===== config.mk =====
export PLATFORM = sky130hd
export DESIGN_NAME = least_squares_line_fit_top
export DESIGN_NICKNAME = d
export VERILOG_FILES = /design/src/rtl/lslf_pkg.sv /design/src/rtl/lslf_fit_engine.sv /design/src/rtl/least_squares_line_fit_top.sv
export SDC_FILE = /design/constraint.sdc
export NUM_CORES = 2
export LEC_CHECK = 0
export BUFFER_PORTS_ARGS = -buffer_cell sky130_fd_sc_hd__clkbuf_2
export CAP_MARGIN = 5
export CORE_MARGIN = 3
export CORE_UTILIZATION = 40
export DETAILED_ROUTE_END_ITERATION = 8
export GPL_TIMING_DRIVEN = 0
export PLACE_DENSITY = 0.52
export SETUP_SLACK_MARGIN = 0.3
export SYNTH_ARGS = -nofsm -noshare
export SYNTH_HDL_FRONTEND = slang
export SYNTH_SLANG_ARGS = --single-unit

===== constraint.sdc =====
create_clock -name clk -period 32.9 [get_ports clk]
set_input_delay 6.58 -clock clk [delete_from_list [all_inputs] [get_ports clk]]
set_output_delay 6.58 -clock clk [all_outputs]
set_load 0.01 [all_outputs]

===== src/rtl/lslf_pkg.sv =====
// Shared types and constants for the least-squares line fit block.
`default_nettype none

package lslf_pkg;

    // Fraction bits of the Q16.16 slope and intercept
    localparam int unsigned Q_FRAC = 16;
    // Quotient bits kept by the divider: 32 result bits plus one guard bit
    localparam int unsigned QUOT_W = 33;

    localparam logic [31:0] SAT_POS = 32'h7FFF_FFFF;
    localparam logic [31:0] SAT_NEG = 32'h8000_0000;

    // Requests from the top level to the fit engine
    typedef struct packed {
        logic start;   // last point accepted, sums are final
        logic take;    // result moved to the output register
    } lslf_ctrl_t;

    // Engine status seen by the top level
    typedef struct packed {
        logic busy;    // fit in progress or result not yet taken
        logic done;    // result ready
    } lslf_status_t;

    // Fit result
    typedef struct packed {
        logic [31:0] slope;
        logic [31:0] intercept;
        logic        degenerate;
    } lslf_result_t;

endpackage

`default_nettype wire


===== src/rtl/lslf_fit_engine.sv =====
// Sequential fit engine: shift-add products and restoring division on one adder.
`default_nettype none

module lslf_fit_engine #(
    parameter int unsigned COORD_BITS = 16,
    parameter int unsigned MAX_POINTS = 1024
) (
    input  wire logic                                      clk,
    input  wire logic                                      rst_n,
    input  wire lslf_pkg::lslf_ctrl_t                      ctrl,
    input  wire logic [$clog2(MAX_POINTS+1)-1:0]           count,
    input  wire logic [COORD_BITS+$clog2(MAX_POINTS+1)-1:0]   sum_x,
    input  wire logic [COORD_BITS+$clog2(MAX_POINTS+1)-1:0]   sum_y,
    input  wire logic [2*COORD_BITS+$clog2(MAX_POINTS+1)-1:0] sum_xy,
    input  wire logic [2*COORD_BITS+$clog2(MAX_POINTS+1)-1:0] sum_xx,
    output lslf_pkg::lslf_status_t                         status,
    output lslf_pkg::lslf_result_t                         result
);
    import lslf_pkg::*;

    localparam int unsigned CNT_W     = $clog2(MAX_POINTS + 1);
    localparam int unsigned SUM_W     = COORD_BITS + CNT_W;
    localparam int unsigned SQ_W      = 2 * COORD_BITS + CNT_W;
    localparam int unsigned ACC_W     = SUM_W + SQ_W + 2;
    localparam int unsigned DIV_STEPS = ACC_W + Q_FRAC;
    localparam int unsigned BIT_W     = $clog2(DIV_STEPS + 1);

    typedef enum logic [6:0] {
        ST_IDLE = 7'b0000001,
        ST_LOAD = 7'b0000010,
        ST_MUL  = 7'b0000100,
        ST_EVAL = 7'b0001000,
        ST_DIV  = 7'b0010000,
        ST_SAT  = 7'b0100000,
        ST_DONE = 7'b1000000
    } state_t;

    typedef enum logic [1:0] {
        PH_DEN   = 2'd0,
        PH_SLOPE = 2'd1,
        PH_INTER = 2'd2
    } phase_t;

    state_t              state_reg,     state_next;
    phase_t              phase_reg,     phase_next;
    logic                term_reg,      term_next;
    logic [BIT_W-1:0]    bit_cnt_reg,   bit_cnt_next;
    logic [ACC_W-1:0]    mcand_reg,     mcand_next;
    logic [SUM_W-1:0]    mplier_reg,    mplier_next;
    logic [ACC_W-1:0]    acc_reg,       acc_next;
    logic [ACC_W-1:0]    den_reg,       den_next;
    logic [ACC_W-1:0]    rem_reg,       rem_next;
    logic [QUOT_W-1:0]   quot_reg,      quot_next;
    logic                ovf_reg,       ovf_next;
    logic                neg_reg,       neg_next;
    logic [31:0]         slope_reg,     slope_next;
    logic [31:0]         intercept_reg, intercept_next;
    logic                degen_reg,     degen_next;

    logic [ACC_W-1:0]    add_a;
    logic [ACC_W-1:0]    add_b;
    logic                add_sub;
    logic [ACC_W-1:0]    add_sum;
    logic                mul_top;
    logic                div_last;
    logic [SUM_W-1:0]    sel_mplier;
    logic [ACC_W-1:0]    sel_mcand;
    logic [31:0]         sat_val;

    assign mul_top  = (bit_cnt_reg == BIT_W'(SUM_W - 1));
    assign div_last = (bit_cnt_reg == BIT_W'(DIV_STEPS - 1));

    // Pick the operand pair of the next product
    always_comb
    begin
        sel_mplier = {{(SUM_W-CNT_W){1'b0}}, count};
        sel_mcand  = {{(ACC_W-SQ_W){sum_xx[SQ_W-1]}}, sum_xx};
        case (phase_reg)
            PH_DEN:
            begin
                if (term_reg)
                begin
                    sel_mplier = sum_x;
                    sel_mcand  = {{(ACC_W-SUM_W){sum_x[SUM_W-1]}}, sum_x};
                end
            end
            PH_SLOPE:
            begin
                if (term_reg)
                begin
                    sel_mplier = sum_x;
                    sel_mcand  = {{(ACC_W-SUM_W){sum_y[SUM_W-1]}}, sum_y};
                end
                else
                begin
                    sel_mcand  = {{(ACC_W-SQ_W){sum_xy[SQ_W-1]}}, sum_xy};
                end
            end
            default:
            begin
                if (term_reg)
                begin
                    sel_mplier = sum_x;
                    sel_mcand  = {{(ACC_W-SQ_W){sum_xy[SQ_W-1]}}, sum_xy};
                end
                else
                begin
                    sel_mplier = sum_y;
                end
            end
        endcase
    end

    // Shared adder: multiply steps, negation and trial subtraction
    always_comb
    begin
        add_a   = '0;
        add_b   = '0;
        add_sub = 1'b0;
        case (state_reg)
            ST_MUL:
            begin
                add_a = acc_reg;
                if (mplier_reg[0])
                begin
                    add_b   = mcand_reg;
                    // sign bit weighs negative; second term is subtracted
                    add_sub = mul_top ^ term_reg;
                end
            end
            ST_EVAL:
            begin
                add_b   = acc_reg;
                add_sub = 1'b1;
            end
            ST_DIV:
            begin
                add_a   = {rem_reg[ACC_W-2:0], acc_reg[ACC_W-1]};
                add_b   = den_reg;
                add_sub = 1'b1;
            end
            default:
            begin
                add_sub = 1'b0;
            end
        endcase
    end

    assign add_sum = add_a + (add_sub ? ~add_b : add_b) + ACC_W'(add_sub);

    // Round toward zero is implicit; apply sign and saturate
    always_comb
    begin
        if (neg_reg)
        begin
            if (ovf_reg || (quot_reg > {1'b0, SAT_NEG}))
                sat_val = SAT_NEG;
            else
                sat_val = 32'd0 - quot_reg[31:0];
        end
        else
        begin
            if (ovf_reg || quot_reg[QUOT_W-1] || quot_reg[31])
                sat_val = SAT_POS;
            else
                sat_val = quot_reg[31:0];
        end
    end

    // Sequencer
    always_comb
    begin
        state_next     = state_reg;
        phase_next     = phase_reg;
        term_next      = term_reg;
        bit_cnt_next   = bit_cnt_reg;
        mcand_next     = mcand_reg;
        mplier_next    = mplier_reg;
        acc_next       = acc_reg;
        den_next       = den_reg;
        rem_next       = rem_reg;
        quot_next      = quot_reg;
        ovf_next       = ovf_reg;
        neg_next       = neg_reg;
        slope_next     = slope_reg;
        intercept_next = intercept_reg;
        degen_next     = degen_reg;
        case (state_reg)
            ST_IDLE:
            begin
                if (ctrl.start)
                begin
                    phase_next = PH_DEN;
                    term_next  = 1'b0;
                    acc_next   = '0;
                    state_next = ST_LOAD;
                end
            end
            ST_LOAD:
            begin
                mcand_next   = sel_mcand;
                mplier_next  = sel_mplier;
                bit_cnt_next = '0;
                state_next   = ST_MUL;
            end
            ST_MUL:
            begin
                acc_next     = add_sum;
                mcand_next   = {mcand_reg[ACC_W-2:0], 1'b0};
                mplier_next  = {1'b0, mplier_reg[SUM_W-1:1]};
                bit_cnt_next = bit_cnt_reg + BIT_W'(1);
                if (mul_top)
                begin
                    if (!term_reg)
                    begin
                        term_next  = 1'b1;
                        state_next = ST_LOAD;
                    end
                    else
                    begin
                        state_next = ST_EVAL;
                    end
                end
            end
            ST_EVAL:
            begin
                if (phase_reg == PH_DEN)
                begin
                    den_next = acc_reg;
                    // all x equal or a single point: no fit
                    if (acc_reg[ACC_W-1] || (acc_reg == '0))
                    begin
                        degen_next     = 1'b1;
                        slope_next     = '0;
                        intercept_next = '0;
                        state_next     = ST_DONE;
                    end
                    else
                    begin
                        degen_next = 1'b0;
                        phase_next = PH_SLOPE;
                        term_next  = 1'b0;
                        acc_next   = '0;
                        state_next = ST_LOAD;
                    end
                end
                else
                begin
                    // take the magnitude of the numerator
                    neg_next = acc_reg[ACC_W-1];
                    if (acc_reg[ACC_W-1])
                        acc_next = add_sum;
                    rem_next     = '0;
                    quot_next    = '0;
                    ovf_next     = 1'b0;
                    bit_cnt_next = '0;
                    state_next   = ST_DIV;
                end
            end
            ST_DIV:
            begin
                // restoring step; zeros shifted in give the 2^16 scale
                if (!add_sum[ACC_W-1])
                    rem_next = add_sum;
                else
                    rem_next = {rem_reg[ACC_W-2:0], acc_reg[ACC_W-1]};
                acc_next     = {acc_reg[ACC_W-2:0], 1'b0};
                quot_next    = {quot_reg[QUOT_W-2:0], ~add_sum[ACC_W-1]};
                ovf_next     = ovf_reg | quot_reg[QUOT_W-1];
                bit_cnt_next = bit_cnt_reg + BIT_W'(1);
                if (div_last)
                    state_next = ST_SAT;
            end
            ST_SAT:
            begin
                if (phase_reg == PH_SLOPE)
                begin
                    slope_next = sat_val;
                    phase_next = PH_INTER;
                    term_next  = 1'b0;
                    acc_next   = '0;
                    state_next = ST_LOAD;
                end
                else
                begin
                    intercept_next = sat_val;
                    state_next     = ST_DONE;
                end
            end
            ST_DONE:
            begin
                if (ctrl.take)
                    state_next = ST_IDLE;
            end
            default:
            begin
                state_next = ST_IDLE;
            end
        endcase
    end

    // Control state
    always_ff @(posedge clk or negedge rst_n)
    begin
        if (!rst_n)
        begin
            state_reg <= ST_IDLE;
        end
        else
        begin
            state_reg <= state_next;
        end
    end

    // Datapath registers
    always_ff @(posedge clk)
    begin
        phase_reg     <= phase_next;
        term_reg      <= term_next;
        bit_cnt_reg   <= bit_cnt_next;
        mcand_reg     <= mcand_next;
        mplier_reg    <= mplier_next;
        acc_reg       <= acc_next;
        den_reg       <= den_next;
        rem_reg       <= rem_next;
        quot_reg      <= quot_next;
        ovf_reg       <= ovf_next;
        neg_reg       <= neg_next;
        slope_reg     <= slope_next;
        intercept_reg <= intercept_next;
        degen_reg     <= degen_next;
    end

    assign status.busy       = (state_reg != ST_IDLE);
    assign status.done       = (state_reg == ST_DONE);
    assign result.slope      = slope_reg;
    assign result.intercept  = intercept_reg;
    assign result.degenerate = degen_reg;

endmodule

`default_nettype wire


===== src/rtl/least_squares_line_fit_top.sv =====
// Top level of the least-squares line fit: point accumulation and result register.
`default_nettype none

// Takes (x, y) points one per transaction and keeps the count and the sums
// of x, y, x*y and x*x; a point that is not the last one is absorbed
// without a stall, and the next point is taken at once. A point marked
// last_point starts the fit: one shared adder builds by shift-add the two
// products of the denominator, then for the slope and then the intercept
// the two products of its numerator followed by a restoring division, one
// quotient bit per cycle. in_stall is high from the start of the fit until
// the result is taken into the output register. A degenerate run (all x
// equal or a single point) ends after the denominator. The result waits in
// an output register, so new points can already be taken while it sits
// unclaimed. Points beyond MAX_POINTS are dropped from the sums, but a
// last mark on them still starts the fit.

module least_squares_line_fit_top #(
    parameter int unsigned MAX_POINTS = 1024,
    parameter int unsigned COORD_BITS = 16
) (
    input  wire logic                                  clk,
    input  wire logic                                  rst_n,
    input  wire logic                                  in_valid,
    output      logic                                  in_stall,
    input  wire logic signed [COORD_BITS-1:0]          x_sample,
    input  wire logic signed [COORD_BITS-1:0]          y_sample,
    input  wire logic                                  last_point,
    output      logic                                  out_valid,
    input  wire logic                                  out_stall,
    output      logic signed [31:0]                    slope,
    output      logic signed [31:0]                    intercept,
    output      logic                                  degenerate,
    output      logic [$clog2(MAX_POINTS+1)-1:0]       points_used
);
    import lslf_pkg::*;

    localparam int unsigned CNT_W = $clog2(MAX_POINTS + 1);
    localparam int unsigned SUM_W = COORD_BITS + CNT_W;
    localparam int unsigned SQ_W  = 2 * COORD_BITS + CNT_W;

    logic [CNT_W-1:0]           count_reg,      count_next;
    logic [SUM_W-1:0]           sum_x_reg,      sum_x_next;
    logic [SUM_W-1:0]           sum_y_reg,      sum_y_next;
    logic [SQ_W-1:0]            sum_xy_reg,     sum_xy_next;
    logic [SQ_W-1:0]            sum_xx_reg,     sum_xx_next;
    logic                       out_valid_reg,  out_valid_next;
    logic [31:0]                slope_reg;
    logic [31:0]                intercept_reg;
    logic                       degen_reg;
    logic [CNT_W-1:0]           used_reg;

    logic signed [2*COORD_BITS-1:0] prod_xy;
    logic signed [2*COORD_BITS-1:0] prod_xx;
    logic                       accept;
    logic                       room;
    logic                       take;
    lslf_ctrl_t                 eng_ctrl;
    lslf_status_t               eng_status;
    lslf_result_t               eng_result;

    assign in_stall = eng_status.busy;
    assign accept   = in_valid && !in_stall;
    assign room     = (count_reg < CNT_W'(MAX_POINTS));
    assign take     = eng_status.done && (!out_valid_reg || !out_stall);

    assign prod_xy = x_sample * y_sample;
    assign prod_xx = x_sample * x_sample;

    // Advance the running sums, or clear them once the fit is handed off
    always_comb
    begin
        count_next  = count_reg;
        sum_x_next  = sum_x_reg;
        sum_y_next  = sum_y_reg;
        sum_xy_next = sum_xy_reg;
        sum_xx_next = sum_xx_reg;
        if (take)
        begin
            count_next  = '0;
            sum_x_next  = '0;
            sum_y_next  = '0;
            sum_xy_next = '0;
            sum_xx_next = '0;
        end
        else if (accept && room)
        begin
            count_next  = count_reg + CNT_W'(1);
            sum_x_next  = sum_x_reg + {{(SUM_W-COORD_BITS){x_sample[COORD_BITS-1]}}, x_sample};
            sum_y_next  = sum_y_reg + {{(SUM_W-COORD_BITS){y_sample[COORD_BITS-1]}}, y_sample};
            sum_xy_next = sum_xy_reg
                        + {{(SQ_W-2*COORD_BITS){prod_xy[2*COORD_BITS-1]}}, prod_xy};
            sum_xx_next = sum_xx_reg
                        + {{(SQ_W-2*COORD_BITS){prod_xx[2*COORD_BITS-1]}}, prod_xx};
        end
    end

    // Output transaction: load on hand-off, drop when taken
    always_comb
    begin
        out_valid_next = out_valid_reg;
        if (take)
            out_valid_next = 1'b1;
        else if (!out_stall)
            out_valid_next = 1'b0;
    end

    always_ff @(posedge clk or negedge rst_n)
    begin
        if (!rst_n)
        begin
            count_reg     <= '0;
            sum_x_reg     <= '0;
            sum_y_reg     <= '0;
            sum_xy_reg    <= '0;
            sum_xx_reg    <= '0;
            out_valid_reg <= 1'b0;
        end
        else
        begin
            count_reg     <= count_next;
            sum_x_reg     <= sum_x_next;
            sum_y_reg     <= sum_y_next;
            sum_xy_reg    <= sum_xy_next;
            sum_xx_reg    <= sum_xx_next;
            out_valid_reg <= out_valid_next;
        end
    end

    // Hold the result payload
    always_ff @(posedge clk)
    begin
        if (take)
        begin
            slope_reg     <= eng_result.slope;
            intercept_reg <= eng_result.intercept;
            degen_reg     <= eng_result.degenerate;
            used_reg      <= count_reg;
        end
    end

    assign eng_ctrl.start = accept && last_point;
    assign eng_ctrl.take  = take;

    lslf_fit_engine #(
        .COORD_BITS (COORD_BITS),
        .MAX_POINTS (MAX_POINTS)
    ) u_engine (
        .clk    (clk),
        .rst_n  (rst_n),
        .ctrl   (eng_ctrl),
        .count  (count_reg),
        .sum_x  (sum_x_reg),
        .sum_y  (sum_y_reg),
        .sum_xy (sum_xy_reg),
        .sum_xx (sum_xx_reg),
        .status (eng_status),
        .result (eng_result)
    );

    assign out_valid   = out_valid_reg;
    assign slope       = slope_reg;
    assign intercept   = intercept_reg;
    assign degenerate  = degen_reg;
    assign points_used = used_reg;

endmodule

`default_nettype wire


* Word level (Yosys, flattened, before mapping)
Index checks and enable logic that the tools add are counted.
** Storage, ports and cells
- Register bits :: 659
- Latch bits :: 0
- Bits in writable memories :: 0
- ROM bits :: 0
- Output and inout bits :: 78
- Word-level logic and storage cells :: 176
- Memories kept :: 0
** Operators by class
- Add/subtract/negate cells :: 9
- Multipliers :: 2
- Divide/modulo/power cells :: 0
- Magnitude comparators :: 2
- Equality and inequality tests :: 24
- Shift-type cells :: 0
- Mux-type cells :: 72
- Bitwise logic cells :: 5
- Reduce and logical (&&, ||, !) cells :: 36
** Operator list (count)
- 72-bit two-way mux :: 10
- 72-bit one-hot mux with 2 select lines :: 3
- 72-bit one-hot mux with 5 select lines :: 1
- 32-bit two-way mux :: 7
- 72-bit one-hot mux with 3 select lines :: 1
- 27-bit two-way mux :: 7
- 43-bit two-way mux :: 4
- 71-bit two-way mux :: 2
- 71-bit one-hot mux with 2 select lines :: 1
- 32-bit one-hot mux with 2 select lines :: 2
- 43-bit adder :: 2
- 72-bit by 1-bit adder with 72-bit output :: 1
- 72-bit adder :: 1
- 72-bit logical NOT :: 1
- 72-bit NOT :: 1
- 33-bit one-hot mux with 2 select lines :: 1
- 16-bit by 16-bit multiplier with 32-bit output :: 2
- 7-bit two-way mux :: 8
- 27-bit adder :: 2
- 27-bit one-hot mux with 2 select lines :: 1
- 7-bit one-hot mux with 7 select lines :: 1
- 33-bit by 32-bit greater-than comparator with 1-bit output, second input constant :: 1
- 33-bit two-way mux :: 1
- 1-bit by 32-bit subtractor with 32-bit output, first input constant :: 1
- other kinds (40) :: 88

* Depth between registers and ports, before layout
- Depth in word-level cells :: 10
- Mapped depth :: 40
- Mapped depth without buffers :: 39

* Modules after synthesis
From an unflattened synthesis, not the netlist that was laid out.
** Second synthesis, totals
- Cells, all modules :: 6339
- Area total of the unflattened synthesis :: 60493.0 sq um
** By module, submodules not included
- least_squares_line_fit_top :: times used 1, cells each 3749, area each 33807.4 sq um, seq. area each 6085.8 sq um
- lslf_fit_engine :: times used 1, cells each 2590, area each 26685.6 sq um, seq. area each 12908.6 sq um

* Worst setup path before layout
OpenSTA, ideal clock, no wires.
- Path type :: reg2reg
- From :: register u_engine.state_reg[6]
- To :: register u_engine.ovf_reg, enable pin
- Setup time :: 1.980 ns
- Arrival :: 15.576 ns
- Data required time :: 30.920 ns
- Path slack :: 15.344 ns
- Cell stages (with the launch flop) :: 7
- Cell sequence :: dfrtp_1 > or4_1 > buf_2 > nor2_1 > nand2_1 > nor3_1 > nor3_1
** Between the ends
- Longest elaborated chain between the ends :: 3
- Elaborated cells between the ends (all ways) :: 5
- Classes of those cells :: 3 x eq/ne; 2 x reduce/logical
** RTL lines
- start: declaration :: RTL line lslf_fit_engine.sv:44 : state_t state_reg, state_next;
- start signal: assignment :: RTL line lslf_fit_engine.sv:311 : state_reg <= state_next;
- 7-bit by 4-bit equality test with 1-bit output / 7-bit by 5-bit equality test with 1-bit output (equally long branches) :: RTL line lslf_fit_engine.sv:188 : case (state_reg)
- 2-bit inequality test (no source line) / 2-bit nonzero test (equally long branches)
- 2-bit AND reduction (no source line) *
- end signal: assignment :: RTL line lslf_fit_engine.sv:327 : ovf_reg <= ovf_next;
- end: declaration :: RTL line lslf_fit_engine.sv:54 : logic ovf_reg, ovf_next;
Mark *: on every way between the ends. The rest lies on a longest branch, timed or not.
A chain may end at the register's enable or synchronous reset.

* Worst setup path after layout
- From :: input port x_sample[15]
- To :: register sum_xy_reg[41]
** Between the ends
- Longest elaborated chain between the ends :: 4
** RTL lines
- start: declaration :: RTL line least_squares_line_fit_top.sv:25 : input wire logic signed [COORD_BITS-1:0] x_sample,
- 16-bit by 16-bit multiplier with 32-bit output :: RTL line least_squares_line_fit_top.sv:66 : assign prod_xy = x_sample * y_sample;
- 43-bit adder :: RTL line least_squares_line_fit_top.sv:91 : + {{(SQ_W-2*COORD_BITS){prod_xy[2*COORD_BITS-1]}}, prod_xy};
- 43-bit two-way mux :: RTL line least_squares_line_fit_top.sv:85 : else if (accept && room)
- 43-bit two-way mux :: RTL line least_squares_line_fit_top.sv:77 : if (take)
- end signal: assignment :: RTL line least_squares_line_fit_top.sv:123 : sum_xy_reg <= sum_xy_next;
- end: declaration :: RTL line least_squares_line_fit_top.sv:44 : logic [SQ_W-1:0] sum_xy_reg, sum_xy_next;
Every way passes these cells. The select of a mux whose other input is x is not followed.

==> results.yml <==
sta:
  worst_pin_slew_ns: 1.25
  slew_viol_final: 0
  clock_skew_ns: 0.0244
  hold_slack_ns: 0.417
  grt_setup_unrepaired: "false"
  fmax_mhz: 60.0
  timing.final.hold_violations: 0
  setup_viol: 0
  finalWorstPathRequiredPeriod_ns: 16.68
  setup_ws_ns: 16.22
  slew_headroom: 0.169
  fin_crit_sh: 0.507
die:
  die-area_um2: 151000
  fp.coreArea_um2: 144000
  core.rowCount: 139
  io_pins: 115
  fp.dieW_um: 388
  die_h_um: 388
  start_util: 0.404
yosys:
  ys.flop_type: "edfxtp_1"
  synth.most_common_cell: "inv_1"
  synthArstFlopShare: 0.241
  synth_top_area_cell: "edfxtp_1"
  synth_top_area_share: 0.257
  synth_cell_types: 84
  synth_edf_count: 500
  syn-mean-instance-area_um2: 9.85
  ys_seq_area_frac: 0.325
  synth_nets: 6853
  synth_seq_cells: 659
  synthTopCellsByArea: "edfxtp_1, fa_1, ha_1, dfrtp_1, inv_1"
  ys_warn_count: 0
  syn-cell-area_um2: 58400
  syn_inst: 5924
  synth_common_cells: "inv_1, nand2_1, edfxtp_1, fa_1, ha_1"
drt:
  drt_pass1_iterations: 8
  routed_wl_mm: 190
  viasPerCell: 5.63
  drt_iter0_markers: 4008
  drc: 0
  route.vias.total: 45600
  ant_nets: 0
  routedWlPerCell_um: 23.4
global_routing:
  grtUsageTotal: 0.250
  grt_pass1_vias: 46400
  grt_max_degree: 101
  antenna_found_initial: 11
  grt_pass1_wl_mm: 290
  overflow: 0
worst_hold_path:
  worstHoldPathType: "register to register"
  holdPathStages: 0
clocking:
  clk_latency_ns: 0.66
  clk_path_buf_depth: 3
  ctsHoldBuffers: 0
  ctsRootBufferMaster: "clkbuf_16"
  htree_levels: 3
  cts_buffers: 71
  post_cts_buffers: 0
  cts_tree: "done"
  clk_pin_slew_worst_paths_ns: 0.06
  cts_resized: 0
  cts.sink_count: 659
flow_run:
  maxCapViolations: 0
critical_path:
  required_ns: 33.47
  max_stage_delay_ns: 0.94
  crit_path_end_kind: "register"
  critPathLaunchType: "input port"
  arrival_ns: 17.25
  rr_worst_depth: 24
  crit_top_cell: "fa_1"
  critPathKind: "input port to register"
  worstPathMaxFanout: 15
  slowest_stage: "fa_1"
layout:
  nFillCells: 14000
  seq_area_um2: 19000
  fin_cells: 8105
  area_growth_pct: 10.1
  multi_input_area_um2: 35700
  final_net_count: 7069
  drive_gt1_frac: 0.0520
  fin_area_um2: 64300
placement:
  placed_area_um2: 61800
  place_ws_ns: 15.46
  port_buffers: 114
  placed_cells: 7970
  gp_congestion: 0.959
  hpwl_mm: 151
run_status:
  status: "complete, no violations"
## metrics by stage
stage / TNS (ns) / util
final: 0 / 0.445
after global routing: 0 / 0.445
after CTS: 0 / 0.445
after detailed placement: 0 / 0.428
after global placement: -1380.20 / 0.425
after floorplan: 0 / -
## path summary, 6_finish.rpt
kind	start	to	slack [ns]
max	x_sample[15]	sum_xy_reg[41]$_DFFE_PN0P_	16.22
min	u_engine.intercept_reg[22]$_DFFE_PP_	intercept[22]$_DFFE_PP_	0.42
max reg2reg	u_engine.state_reg[6]$_DFFE_PN0P_	u_engine.rem_reg[66]$_SDFFCE_PN0P_	23.70
min reg2reg	u_engine.intercept_reg[22]$_DFFE_PP_	intercept[22]$_DFFE_PP_	0.42
max in group asynchronous	rst_n	u_engine.state_reg[0]$_DFFE_PN1P_	26.11
min in group asynchronous	rst_n	sum_xx_reg[35]$_DFFE_PN0P_	5.93
## kinds of logic after synthesis
kind of cell	synth area share
flops	0.325
mux	0.0202
fa+ha+maj	0.255
simple gates	0.121
xor+xnor	0.0495
buf+inv	0.0643
compound gates	0.164
## critical path, delay by kind of cell
family	cells	cell delay, ns
AO/OA/AOI/OAI	11	2.69
adder cells (fa/ha/maj)	8	4.23
XOR/XNOR	1	0.21
AND/OR/NAND/NOR	4	0.72
buffers and inverters	7	2.74
## routing by layer
metal / vias up / wire length [µm] / GRT usage / share of wire
li1: 21000 / - / - / -
met1: 22900 / 81100 / 0.331 / 0.43
met2: 1417 / 90100 / 0.423 / 0.48
met3: 299 / 10400 / 0.0274 / 0.055
met4: 0 / 8120 / 0.0958 / 0.043
met5: - / 0 / 0 / 0
## layout make-up
cell class,instances,area share
diodes,5,0.000195
plain buffers,287,0.0175
clock buffers,87,0.0297
clock inverters,43,0.00835
inverters,701,0.0409
multi-input cells,4277,0.555
flip-flops and latches,659,0.295
well taps,1903,0.0370
repair buffers,143,0.0157
## cells in the final DEF (no fill, tap or decap), types with 48 or more instances in the layout
cell type / synthesis / routed
and2_1: 190 / 190
fa_1: 499 / 499
a21oi_1: 345 / 345
xnor2_1: 231 / 229
ha_1: 393 / 393
inv_1: 696 / 696
mux2i_1: 102 / 102
o21a_1: 69 / 68
clkbuf_2: 0 / 113
o21ai_0: 303 / 302
nor3_1: 70 / 68
clkbuf_1: 252 / 261
nor2_1: 376 / 375
clkbuf_16: 0 / 72
a22o_1: 152 / 152
a21o_1: 133 / 133
nand2_1: 572 / 571
edfxtp_1: 500 / 500
a211oi_1: 48 / 48
nand3_1: 66 / 66
a222oi_1: 70 / 70
dfrtp_1: 158 / 158
xor2_1: 99 / 99
Power is not shown: default switching activity piles up to over one toggle a cycle in this logic, so the estimate is an artifact.
